[config.mk]
export PLATFORM = sky130hd
export DESIGN_NAME = pulse_width_frame_decoder_core
export DESIGN_NICKNAME = d
export VERILOG_FILES = /design/src/pwfd_pkg.sv /design/src/pwfd_bounds.sv /design/src/pwfd_match.sv /design/src/pulse_width_frame_decoder_core.sv
export SDC_FILE = /design/constraint.sdc
export NUM_CORES = 1
export LEC_CHECK = 0
export BUFFER_PORTS_ARGS = -buffer_cell sky130_fd_sc_hd__buf_2
export CAP_MARGIN = 20
export CORE_MARGIN = 8
export CORE_UTILIZATION = 47
export DETAILED_ROUTE_END_ITERATION = 8
export GPL_TIMING_DRIVEN = 0
export PLACE_DENSITY = 0.71
export RECOVER_POWER = 50
export SYNTH_ARGS = -nofsm -noshare
export SYNTH_HDL_FRONTEND = slang
export SYNTH_SLANG_ARGS = --single-unit
[constraint.sdc]
create_clock -name clk -period 10.03 [get_ports clk]
set_input_delay 0.5015 -clock clk [delete_from_list [all_inputs] [get_ports clk]]
set_output_delay 0.5015 -clock clk [all_outputs]
set_load 0.02 [all_outputs]
[src/pwfd_pkg.sv]
`timescale 1ns / 1ps
`default_nettype none
// pwfd_pkg: shared types, nominal pulse timings and phase codes for the
// pulse width frame decoder; no dependencies

package pwfd_pkg;

  // nominal durations in microseconds
  localparam int unsigned NOM_W = 14;
  localparam logic [NOM_W-1:0] SYNC_MARK = 14'd450;
  localparam logic [NOM_W-1:0] SYNC_GAP  = 14'd11880;
  localparam logic [NOM_W-1:0] ONE_MARK  = 14'd1240;
  localparam logic [NOM_W-1:0] ONE_GAP   = 14'd510;
  localparam logic [NOM_W-1:0] ZERO_MARK = 14'd470;
  localparam logic [NOM_W-1:0] ZERO_GAP  = 14'd1300;
  localparam logic [NOM_W-1:0] STOP_MARK = 14'd450;
  localparam logic [NOM_W-1:0] STOP_GAP  = 14'd450;

  localparam int unsigned TOL_W = 7;
  localparam logic [TOL_W-1:0] TOL_RESET = 7'd25;
  localparam logic [TOL_W-1:0] TOL_MAX   = 7'd100;

  // bounds are nominal * (100 -/+ t), kept unscaled (max 11880 * 200)
  localparam int unsigned BOUND_W = 22;

  localparam int unsigned FRAME_BITS = 24;
  localparam int unsigned COUNT_W = 5;

  // receive phases
  localparam logic [1:0] PH_HUNT  = 2'd0;
  localparam logic [1:0] PH_DATA  = 2'd1;
  localparam logic [1:0] PH_STOP1 = 2'd2;
  localparam logic [1:0] PH_STOP2 = 2'd3;

  typedef struct packed {
    logic [BOUND_W-1:0] lo;
    logic [BOUND_W-1:0] hi;
  } bound_t;

  typedef struct packed {
    bound_t sync_mark;
    bound_t sync_gap;
    bound_t one_mark;
    bound_t one_gap;
    bound_t zero_mark;
    bound_t zero_gap;
    bound_t stop_mark;
    bound_t stop_gap;
  } bound_set_t;

  // scaled window for one nominal at a clamped tolerance
  function automatic bound_t bound_of(input logic [NOM_W-1:0] nominal,
                                      input logic [TOL_W-1:0] pct);
    bound_t b;
    logic [7:0] lo_pct;
    logic [7:0] hi_pct;
    lo_pct = 8'd100 - {1'b0, pct};
    hi_pct = 8'd100 + {1'b0, pct};
    b.lo = BOUND_W'(nominal) * BOUND_W'(lo_pct);
    b.hi = BOUND_W'(nominal) * BOUND_W'(hi_pct);
    return b;
  endfunction

endpackage

`default_nettype wire

[src/pwfd_bounds.sv]
`timescale 1ns / 1ps
`default_nettype none
// pwfd_bounds: tolerance register and registered match windows for every
// nominal pulse; depends on pwfd_pkg

module pwfd_bounds (
  input  wire logic                       clk,
  input  wire logic                       rst,
  input  wire logic                       cfg_we,
  input  wire logic [pwfd_pkg::TOL_W-1:0] cfg_wdata,
  output pwfd_pkg::bound_set_t            bounds
);
  import pwfd_pkg::*;

  logic [TOL_W-1:0] tolerance;
  logic [TOL_W-1:0] tol_clamped;
  bound_set_t       bounds_next;

  always_ff @(posedge clk) begin
    if (rst) begin
      tolerance <= TOL_RESET;
    end else if (cfg_we) begin
      tolerance <= cfg_wdata;
    end
  end

  // anything above 100 percent behaves as 100
  assign tol_clamped = (tolerance > TOL_MAX) ? TOL_MAX : tolerance;

  always_comb begin
    bounds_next.sync_mark = bound_of(SYNC_MARK, tol_clamped);
    bounds_next.sync_gap  = bound_of(SYNC_GAP,  tol_clamped);
    bounds_next.one_mark  = bound_of(ONE_MARK,  tol_clamped);
    bounds_next.one_gap   = bound_of(ONE_GAP,   tol_clamped);
    bounds_next.zero_mark = bound_of(ZERO_MARK, tol_clamped);
    bounds_next.zero_gap  = bound_of(ZERO_GAP,  tol_clamped);
    bounds_next.stop_mark = bound_of(STOP_MARK, tol_clamped);
    bounds_next.stop_gap  = bound_of(STOP_GAP,  tol_clamped);
  end

  always_ff @(posedge clk) begin
    bounds <= bounds_next;
  end

endmodule

`default_nettype wire

[src/pwfd_match.sv]
`timescale 1ns / 1ps
`default_nettype none
// pwfd_match: tests one mark/gap pair, scaled by 100, against one pair of
// windows; depends on pwfd_pkg

module pwfd_match #(
  parameter int SCALED_W = 23
) (
  input  wire logic [SCALED_W-1:0] mark_sc,
  input  wire logic [SCALED_W-1:0] gap_sc,
  input  wire pwfd_pkg::bound_t    mark_b,
  input  wire pwfd_pkg::bound_t    gap_b,
  output logic                     hit
);
  import pwfd_pkg::*;

  logic mark_ok;
  logic gap_ok;

  // m >= floor(lo/100) <=> 100m + 99 >= lo ; m <= floor(hi/100) <=> 100m <= hi
  assign mark_ok = (mark_sc + SCALED_W'(99) >= SCALED_W'(mark_b.lo)) &&
                   (mark_sc <= SCALED_W'(mark_b.hi));
  assign gap_ok  = (gap_sc + SCALED_W'(99) >= SCALED_W'(gap_b.lo)) &&
                   (gap_sc <= SCALED_W'(gap_b.hi));
  assign hit = mark_ok && gap_ok;

endmodule

`default_nettype wire

[src/pulse_width_frame_decoder_core.sv]
`timescale 1ns / 1ps
`default_nettype none
// pulse_width_frame_decoder_core: on-off keyed frame decoder top level
// depends on pwfd_pkg, pwfd_bounds and pwfd_match
//
// usage
// - input channel (in_valid/in_ready) carries one word per measured pulse:
//   mark_us and gap_us in microseconds
// - output channel (out_valid/out_ready) carries one word per complete
//   frame: device_id, group_id and payload_bits
// - cfg_we/cfg_wdata writes the tolerance in percent (reset 25); write it
//   only while no word is in flight
// - a word is taken into the input register and decoded from there once the
//   output register is free or being emptied; a frame result lands in the
//   output register and raises out_valid after the closing stop word
// - throughput is one word per cycle while no held result blocks the decode
//   stage; the state step (compare, shift, phase update) is a single pass
//   of logic between the input register and the state and output registers
// - when the receiver stalls, the held result blocks the decode stage and
//   one more word waits in the input register before in_ready drops
// - synchronous reset clears the phase, frame bits and both valid flags
//   and sets the tolerance back to 25 percent

module pulse_width_frame_decoder_core #(
  parameter int DURATION_WIDTH = 16
) (
  input  wire logic                       clk,
  input  wire logic                       rst,
  input  wire logic                       cfg_we,
  input  wire logic [pwfd_pkg::TOL_W-1:0] cfg_wdata,
  input  wire logic                       in_valid,
  output logic                            in_ready,
  input  wire logic [15:0]                mark_us,
  input  wire logic [15:0]                gap_us,
  output logic                            out_valid,
  input  wire logic                       out_ready,
  output logic [4:0]                      device_id,
  output logic [14:0]                     group_id,
  output logic [3:0]                      payload_bits
);
  import pwfd_pkg::*;

  // room for 100 * duration + 99 and for the widest bound
  localparam int ScaledW = (DURATION_WIDTH + 7 > BOUND_W) ? DURATION_WIDTH + 7
                                                          : BOUND_W;
  localparam int ExtW = DURATION_WIDTH + 16;

  // input register
  logic                      in_held;
  logic [DURATION_WIDTH-1:0] mark_d;
  logic [DURATION_WIDTH-1:0] gap_d;

  // frame state
  logic [1:0]            phase;
  logic [1:0]            phase_next;
  logic [COUNT_W-1:0]    bit_count;
  logic [COUNT_W-1:0]    bit_count_next;
  logic [FRAME_BITS-1:0] shift_bits;
  logic [FRAME_BITS-1:0] shift_bits_next;
  logic                  emit;

  logic       advance;
  bound_set_t bounds;

  logic [ExtW-1:0]    mark_ext;
  logic [ExtW-1:0]    gap_ext;
  logic [ScaledW-1:0] mark_sc;
  logic [ScaledW-1:0] gap_sc;
  logic               sync_hit;
  logic               one_hit;
  logic               zero_hit;
  logic               stop_hit;
  logic               matched;
  logic [COUNT_W-1:0] count_inc;

  pwfd_bounds u_bounds (
    .clk       (clk),
    .rst       (rst),
    .cfg_we    (cfg_we),
    .cfg_wdata (cfg_wdata),
    .bounds    (bounds)
  );

  // decode stage moves when the output register is free or being emptied
  assign advance  = in_held && (!out_valid || out_ready);
  assign in_ready = !in_held || advance;

  // keep only the low DURATION_WIDTH bits of each measured duration
  assign mark_ext = ExtW'(mark_us);
  assign gap_ext  = ExtW'(gap_us);

  always_ff @(posedge clk) begin
    if (rst) begin
      in_held <= 1'b0;
    end else if (in_ready) begin
      in_held <= in_valid;
    end
  end

  always_ff @(posedge clk) begin
    if (in_valid && in_ready) begin
      mark_d <= mark_ext[DURATION_WIDTH-1:0];
      gap_d  <= gap_ext[DURATION_WIDTH-1:0];
    end
  end

  // durations times 100 as shift-add (64 + 32 + 4)
  assign mark_sc = (ScaledW'(mark_d) << 6) + (ScaledW'(mark_d) << 5) +
                   (ScaledW'(mark_d) << 2);
  assign gap_sc  = (ScaledW'(gap_d) << 6) + (ScaledW'(gap_d) << 5) +
                   (ScaledW'(gap_d) << 2);

  pwfd_match #(.SCALED_W(ScaledW)) u_sync (
    .mark_sc (mark_sc),
    .gap_sc  (gap_sc),
    .mark_b  (bounds.sync_mark),
    .gap_b   (bounds.sync_gap),
    .hit     (sync_hit)
  );

  pwfd_match #(.SCALED_W(ScaledW)) u_one (
    .mark_sc (mark_sc),
    .gap_sc  (gap_sc),
    .mark_b  (bounds.one_mark),
    .gap_b   (bounds.one_gap),
    .hit     (one_hit)
  );

  pwfd_match #(.SCALED_W(ScaledW)) u_zero (
    .mark_sc (mark_sc),
    .gap_sc  (gap_sc),
    .mark_b  (bounds.zero_mark),
    .gap_b   (bounds.zero_gap),
    .hit     (zero_hit)
  );

  pwfd_match #(.SCALED_W(ScaledW)) u_stop (
    .mark_sc (mark_sc),
    .gap_sc  (gap_sc),
    .mark_b  (bounds.stop_mark),
    .gap_b   (bounds.stop_gap),
    .hit     (stop_hit)
  );

  assign count_inc = bit_count + COUNT_W'(1);

  // one state step per word
  always_comb begin
    phase_next      = phase;
    bit_count_next  = bit_count;
    shift_bits_next = shift_bits;
    matched         = 1'b0;
    emit            = 1'b0;
    case (phase)
      PH_DATA: begin
        // a word that fits both a one and a zero counts as a one
        if (one_hit || zero_hit) begin
          matched         = 1'b1;
          shift_bits_next = {shift_bits[FRAME_BITS-2:0], one_hit};
          bit_count_next  = count_inc;
          if (count_inc >= COUNT_W'(FRAME_BITS)) begin
            phase_next = PH_STOP1;
          end
        end
      end
      PH_STOP1: begin
        if (stop_hit) begin
          matched    = 1'b1;
          phase_next = PH_STOP2;
        end
      end
      PH_STOP2: begin
        if (stop_hit) begin
          matched         = 1'b1;
          emit            = 1'b1;
          phase_next      = PH_HUNT;
          bit_count_next  = '0;
          shift_bits_next = '0;
        end
      end
      default: begin
      end
    endcase
    // mismatch drops back to hunting, and the same word may start a frame
    if (!matched) begin
      phase_next      = sync_hit ? PH_DATA : PH_HUNT;
      bit_count_next  = '0;
      shift_bits_next = '0;
    end
  end

  always_ff @(posedge clk) begin
    if (rst) begin
      phase      <= PH_HUNT;
      bit_count  <= '0;
      shift_bits <= '0;
    end else if (advance) begin
      phase      <= phase_next;
      bit_count  <= bit_count_next;
      shift_bits <= shift_bits_next;
    end
  end

  // output register
  always_ff @(posedge clk) begin
    if (rst) begin
      out_valid <= 1'b0;
    end else if (advance) begin
      out_valid <= emit;
    end else if (out_ready) begin
      out_valid <= 1'b0;
    end
  end

  always_ff @(posedge clk) begin
    if (advance && emit) begin
      device_id    <= shift_bits[23:19];
      group_id     <= shift_bits[18:4];
      payload_bits <= shift_bits[3:0];
    end
  end

endmodule

`default_nettype wire

---- Word level (Yosys, flattened, before mapping) ----
Index checks and enable logic that the tools add are counted.
storage, ports and cells
  register bits ........................... 296
cells by class
  add/sub/neg operators ................... 9
  multiply operators ...................... 12
  order comparisons ....................... 16
  equal/unequal tests ..................... 9
  muxes and demuxes ....................... 22
  reductions and logical operators ........ 23
operators with widths
  operator                                               count
  multiplier 8 x 8 -> 16 bit (first input constant)      8
  greater-or-equal comparator 23 x 17 -> 1 bit           4
  <= comparator 23 x 17 -> 1 bit                         4
  two-way mux 24 bit                                     3
  case mux 24 bit (2 select lines)                       1
  adder 22 x 21 -> 23 bit                                2
  adder 23 x 18 -> 23 bit                                2
  adder 23 x 7 -> 23 bit (second input constant)         2
  greater-or-equal comparator 23 x 19 -> 1 bit           2
  <= comparator 23 x 19 -> 1 bit                         2
  multiplier 11 x 8 -> 19 bit (first input constant)     2
  multiplier 9 x 8 -> 17 bit (first input constant)      2
  greater-or-equal comparator 23 x 22 -> 1 bit           1
  <= comparator 23 x 22 -> 1 bit                         1
  two-way mux 5 bit                                      3
  logical AND 1 bit                                      14
  != test 3 bit (second input constant)                  4
  two-way mux 2 bit                                      5
  case mux 5 bit (2 select lines)                        1
  adder 7 x 7 -> 8 bit (first input constant)            1
  subtractor 7 x 7 -> 8 bit (first input constant)       1
  greater-than comparator 7 bit (second input constant)  1
  two-way mux 7 bit                                      1
  two-way mux 1 bit                                      6
  14 further kinds                                       18

---- Depth between registers and ports, before layout ----
  word-level depth ........................ 11
  gate-level depth with buffers ........... 31
  mapped depth without buffers ............ 29

---- Hierarchy ----
From an unflattened synthesis, not the netlist that was laid out.
second synthesis, totals
  cell total of the unflattened synthesis .. 4,087
  area total of the unflattened synthesis .. 35,441.5 um^2
modules (own cells, without submodules)
  module                          instances  cells an instance  area each (um^2)
  pwfd_bounds                     1          1,883              18,238.7
  pwfd_match at u_one ...         3          430                2,990.4
  pulse_width_frame_decoder_core  1          489                5,275.1
  pwfd_match at u_zero            1          425                2,956.6

---- Least setup slack after synthesis ----
No wires, ideal clock.
  kind .................................... register to register
  from .................................... register u_bounds.tolerance[6]
  to ...................................... register, netlist name u_bounds.bounds[214]
  setup time .............................. 0.120 ns
  arrival ................................. 6.940 ns
  slack ................................... 2.969 ns
  stages on the path, launching flop included .. 30
  buffers on the path ..................... 2
  period minus slack after synthesis ...... 7.061 ns
  cell sequence ........................... dfxtp_1 > clkbuf_1 > nand2_1 > a21oi_1 > or2_2 > clkbuf_1 > inv_1 > ha_1 > a21oi_1 > nand2_1 > nand2_1 > o21a_1 > inv_1 > fa_1 > inv_1 > fa_1 > fa_1 > inv_1 > fa_1 > ha_1 > a21boi_0 > o21ai_0 > a21boi_0 > o21ai_0 > nand2_1 > a21o_1 > a21o_1 > a21o_1 > a21oi_1 > xnor2_1
RTL lines
  element                   RTL line           source
  start: declaration        pwfd_bounds.sv:15  logic [TOL_W-1:0] tolerance;
  start signal: assignment  pwfd_bounds.sv:23  tolerance <= cfg_wdata;

==> results.json <==
{
  "dr.pass1.iters": 6,
  "avgViaCountPerCell": 5.355,
  "grt_overflow": 0,
  "hold_class": "input pin to flop",
  "die_h_um": 261.6,
  "syn_inst": 3015,
  "synth_ff_type": "dfxtp_1",
  "ys.warnings.count": 0,
  "worstMarginPinSlew_ps": 1441,
  "critPathKind": "flop to flop",
  "cts_buffer_depth": 3,
  "htreeDepth": 2,
  "path_clk_slew_ps": 60,
  "grt_max_degree": 26,
  "timing.hold.ws_ps": 121.2,
  "die_w_um": 261.6,
  "grt_setup_unrepaired": "false",
  "fin_crit_ps": 9066,
  "finalSetupViolCount": 0,
  "io_buffers": 68,
  "grt_pass1_wl_mm": 113.5,
  "antenna_found_initial": 3,
  "crit_fanout": 10,
  "syn_area_um2": 28360,
  "hold_buffers": 0,
  "slew_headroom_pct": 3.908,
  "syn2layout_area_growth_pct": 9.191,
  "grt_pass1_vias": 21373,
  "fin_ws_ps": 964.1,
  "drc": 0,
  "core_area_um2": 60020,
  "synth-edff-count": 56,
  "first_iter_violations": 1080,
  "slew_violations": 0,
  "synth_seq_cells": 269,
  "post-route-period-util_pct": 90.39,
  "wirelength_mm": 70.89,
  "globalplace.congestion": 0.9057,
  "slowest_stage": "fa_1",
  "hold_viol": 0,
  "critPathRequiredTime_ps": 10460,
  "fmax_mhz": 110.3,
  "outcome": "finished, final reports clean",
  "clkSinkCount": 269,
  "maxCapViolCount": 0,
  "tns_ps": 0,
  "cts_resized": 0,
  "cts_buffers": 34,
  "vias": 21105,
  "pre_cts_ws_ps": 1038,
  "grt_use_total_pct": 20.99,
  "start_util_pct": 47.25,
  "cts-root-buf": "clkbuf_16",
  "start_kind": "flop",
  "layout-drive-gt1-share_pct": 5.478,
  "ant_nets": 0,
  "cts_setup_buffers": 0,
  "boundaryPins": 70,
  "avgSynthCellArea_um2": 9.405,
  "async_flop_share_pct": 0,
  "cts_tree": "yes",
  "routedWlPerCell_um": 17.99,
  "clk_latency_ps": 550,
  "syn_nets": 3886,
  "core.rowCount": 90,
  "yosysUniqueCellTypes": 95,
  "seq_area_frac_synth_pct": 20.97,
  "crit_path_end_kind": "flop",
  "critPathMaxStageDelay_ps": 860,
  "skew_ps": 14.07,
  "arrival_ps": 9490,
  "fin_nets": 4004,
  "hpwl_mm": 58.50,
  "die-area_um2": 68450
}
layer usage:
layer	up-vias	part of all wire (%)	global-route usage [%]
li1	10525	-	-
met1	9916	46	28.04
met2	521	44	33.91
met3	143	6.7	3.725
met4	0	3.5	7.486
met5	-	0	0
cells in the mapped netlist (10+ instances only):
cell / count / share of area (%)
mux2i_1: 10 / 0.35
o21ai_0: 108 / 1.9
a21oi_1: 201 / 3.5
nand2_1: 129 / 1.7
xnor2_1: 121 / 3.7
o21a_1: 55 / 1.5
o21bai_1: 23 / 0.61
nand4_1: 63 / 1.4
nor2b_1: 52 / 1.1
nand3_1: 40 / 0.71
a31oi_1: 10 / 0.22
and3_1: 11 / 0.24
clkbuf_1: 13 / 0.17
and2_1: 10 / 0.22
o211ai_1: 16 / 0.42
a21boi_0: 15 / 0.40
nor2_1: 103 / 1.4
xor2_1: 47 / 1.5
nor4_1: 10 / 0.22
edfxtp_1: 56 / 5.9
a211oi_1: 13 / 0.34
nor3_1: 30 / 0.53
fa_1: 186 / 13
a21o_1: 66 / 1.7
dfxtp_1: 213 / 15
inv_1: 571 / 7.6
nand2b_1: 39 / 0.86
ha_1: 641 / 28
o21ai_1: 10 / 0.18
placed cells by master, fill, tap and decap left out, drive strengths merged, types with 67 or more instances in the layout:
cell    instances
ha            641
a21oi         206
o21ai         120
a21o           67
nor2          103
inv           574
nand2         129
fa            186
buf            69
dfxtp         213
xnor2         123
clkbuf         88
sequential cells by signal (all words and copies together), names as in the netlist:
register and flops:
gap_d 16, payload_bits 4, shift_bits 24, in_held 1, device_id 5, u_bounds.bounds 173, out_valid 1, mark_d 16
u_bounds.tolerance 7, group_id 15, phase 2, bit_count 5
critical path: cells and delay by family (launching register included):
family                     cells  cell delay (ps)
adders and majority gates      6             3080
AOI/OAI and AO/OA             11             2710
buffers and inverters          6             2010
and+or+nand+nor                5              730
DFF                            1              310
xor gates and xnor gates       1               90
final timing paths:
kind                                            from                      endpoint  slack, ps  cells after the start
setup / recovery  u_bounds.tolerance[6]$_SDFFE_PP0P_  u_bounds.bounds[214]$_DFF_P_        960                     29
hold / removal                             gap_us[1]            gap_d[1]$_DFFE_PP_        120                      1
setup reg to reg  u_bounds.tolerance[6]$_SDFFE_PP0P_  u_bounds.bounds[214]$_DFF_P_        960                     29
hold reg to reg          shift_bits[23]$_SDFFE_PP0P_        device_id[4]$_DFFE_PP_        440                      0
final cells by class:
cell class | instances | area [µm²]
inverters | 573 | 2151
repair buffers | 82 | 424.2
well taps | 782 | 978.4
flip-flops and latches | 269 | 5946
multi-input cells | 2139 | 20070
clock inverters | 20 | 301.5
diodes | 1 | 2.502
clock buffers | 41 | 887.1
plain buffers | 34 | 200.2
fillers | 5411 | 29060
per-stage QoR:
| step | util [%] | instances | area (µm²) |
|---|---|---|---|
| floorplan | - | 3015 | 28360 |
| global placement | 49.44 | 3865 | 29680 |
| detailed placement | 49.73 | 3877 | 29850 |
| CTS | 51.71 | 3938 | 31040 |
| global route | 51.58 | 3940 | 30960 |
| finish | 51.59 | 3941 | 30960 |
logic make-up (layout without fill, tap and decap cells):
logic type / count (synthesis) / in the layout / synth area share [%]
simple gates: 532 / 532 / 9.817
flops: 269 / 269 / 20.97
xor+xnor: 170 / 170 / 5.304
mux: 10 / 10 / 0.3530
compound gates: 599 / 599 / 13.82
buf+inv: 607 / 750 / 8.291
other cells: 0 / 1 / 0
fa+ha+maj: 828 / 828 / 41.45
Power is not shown: default switching activity piles up to over one toggle a cycle in this logic, so the estimate is an artifact.
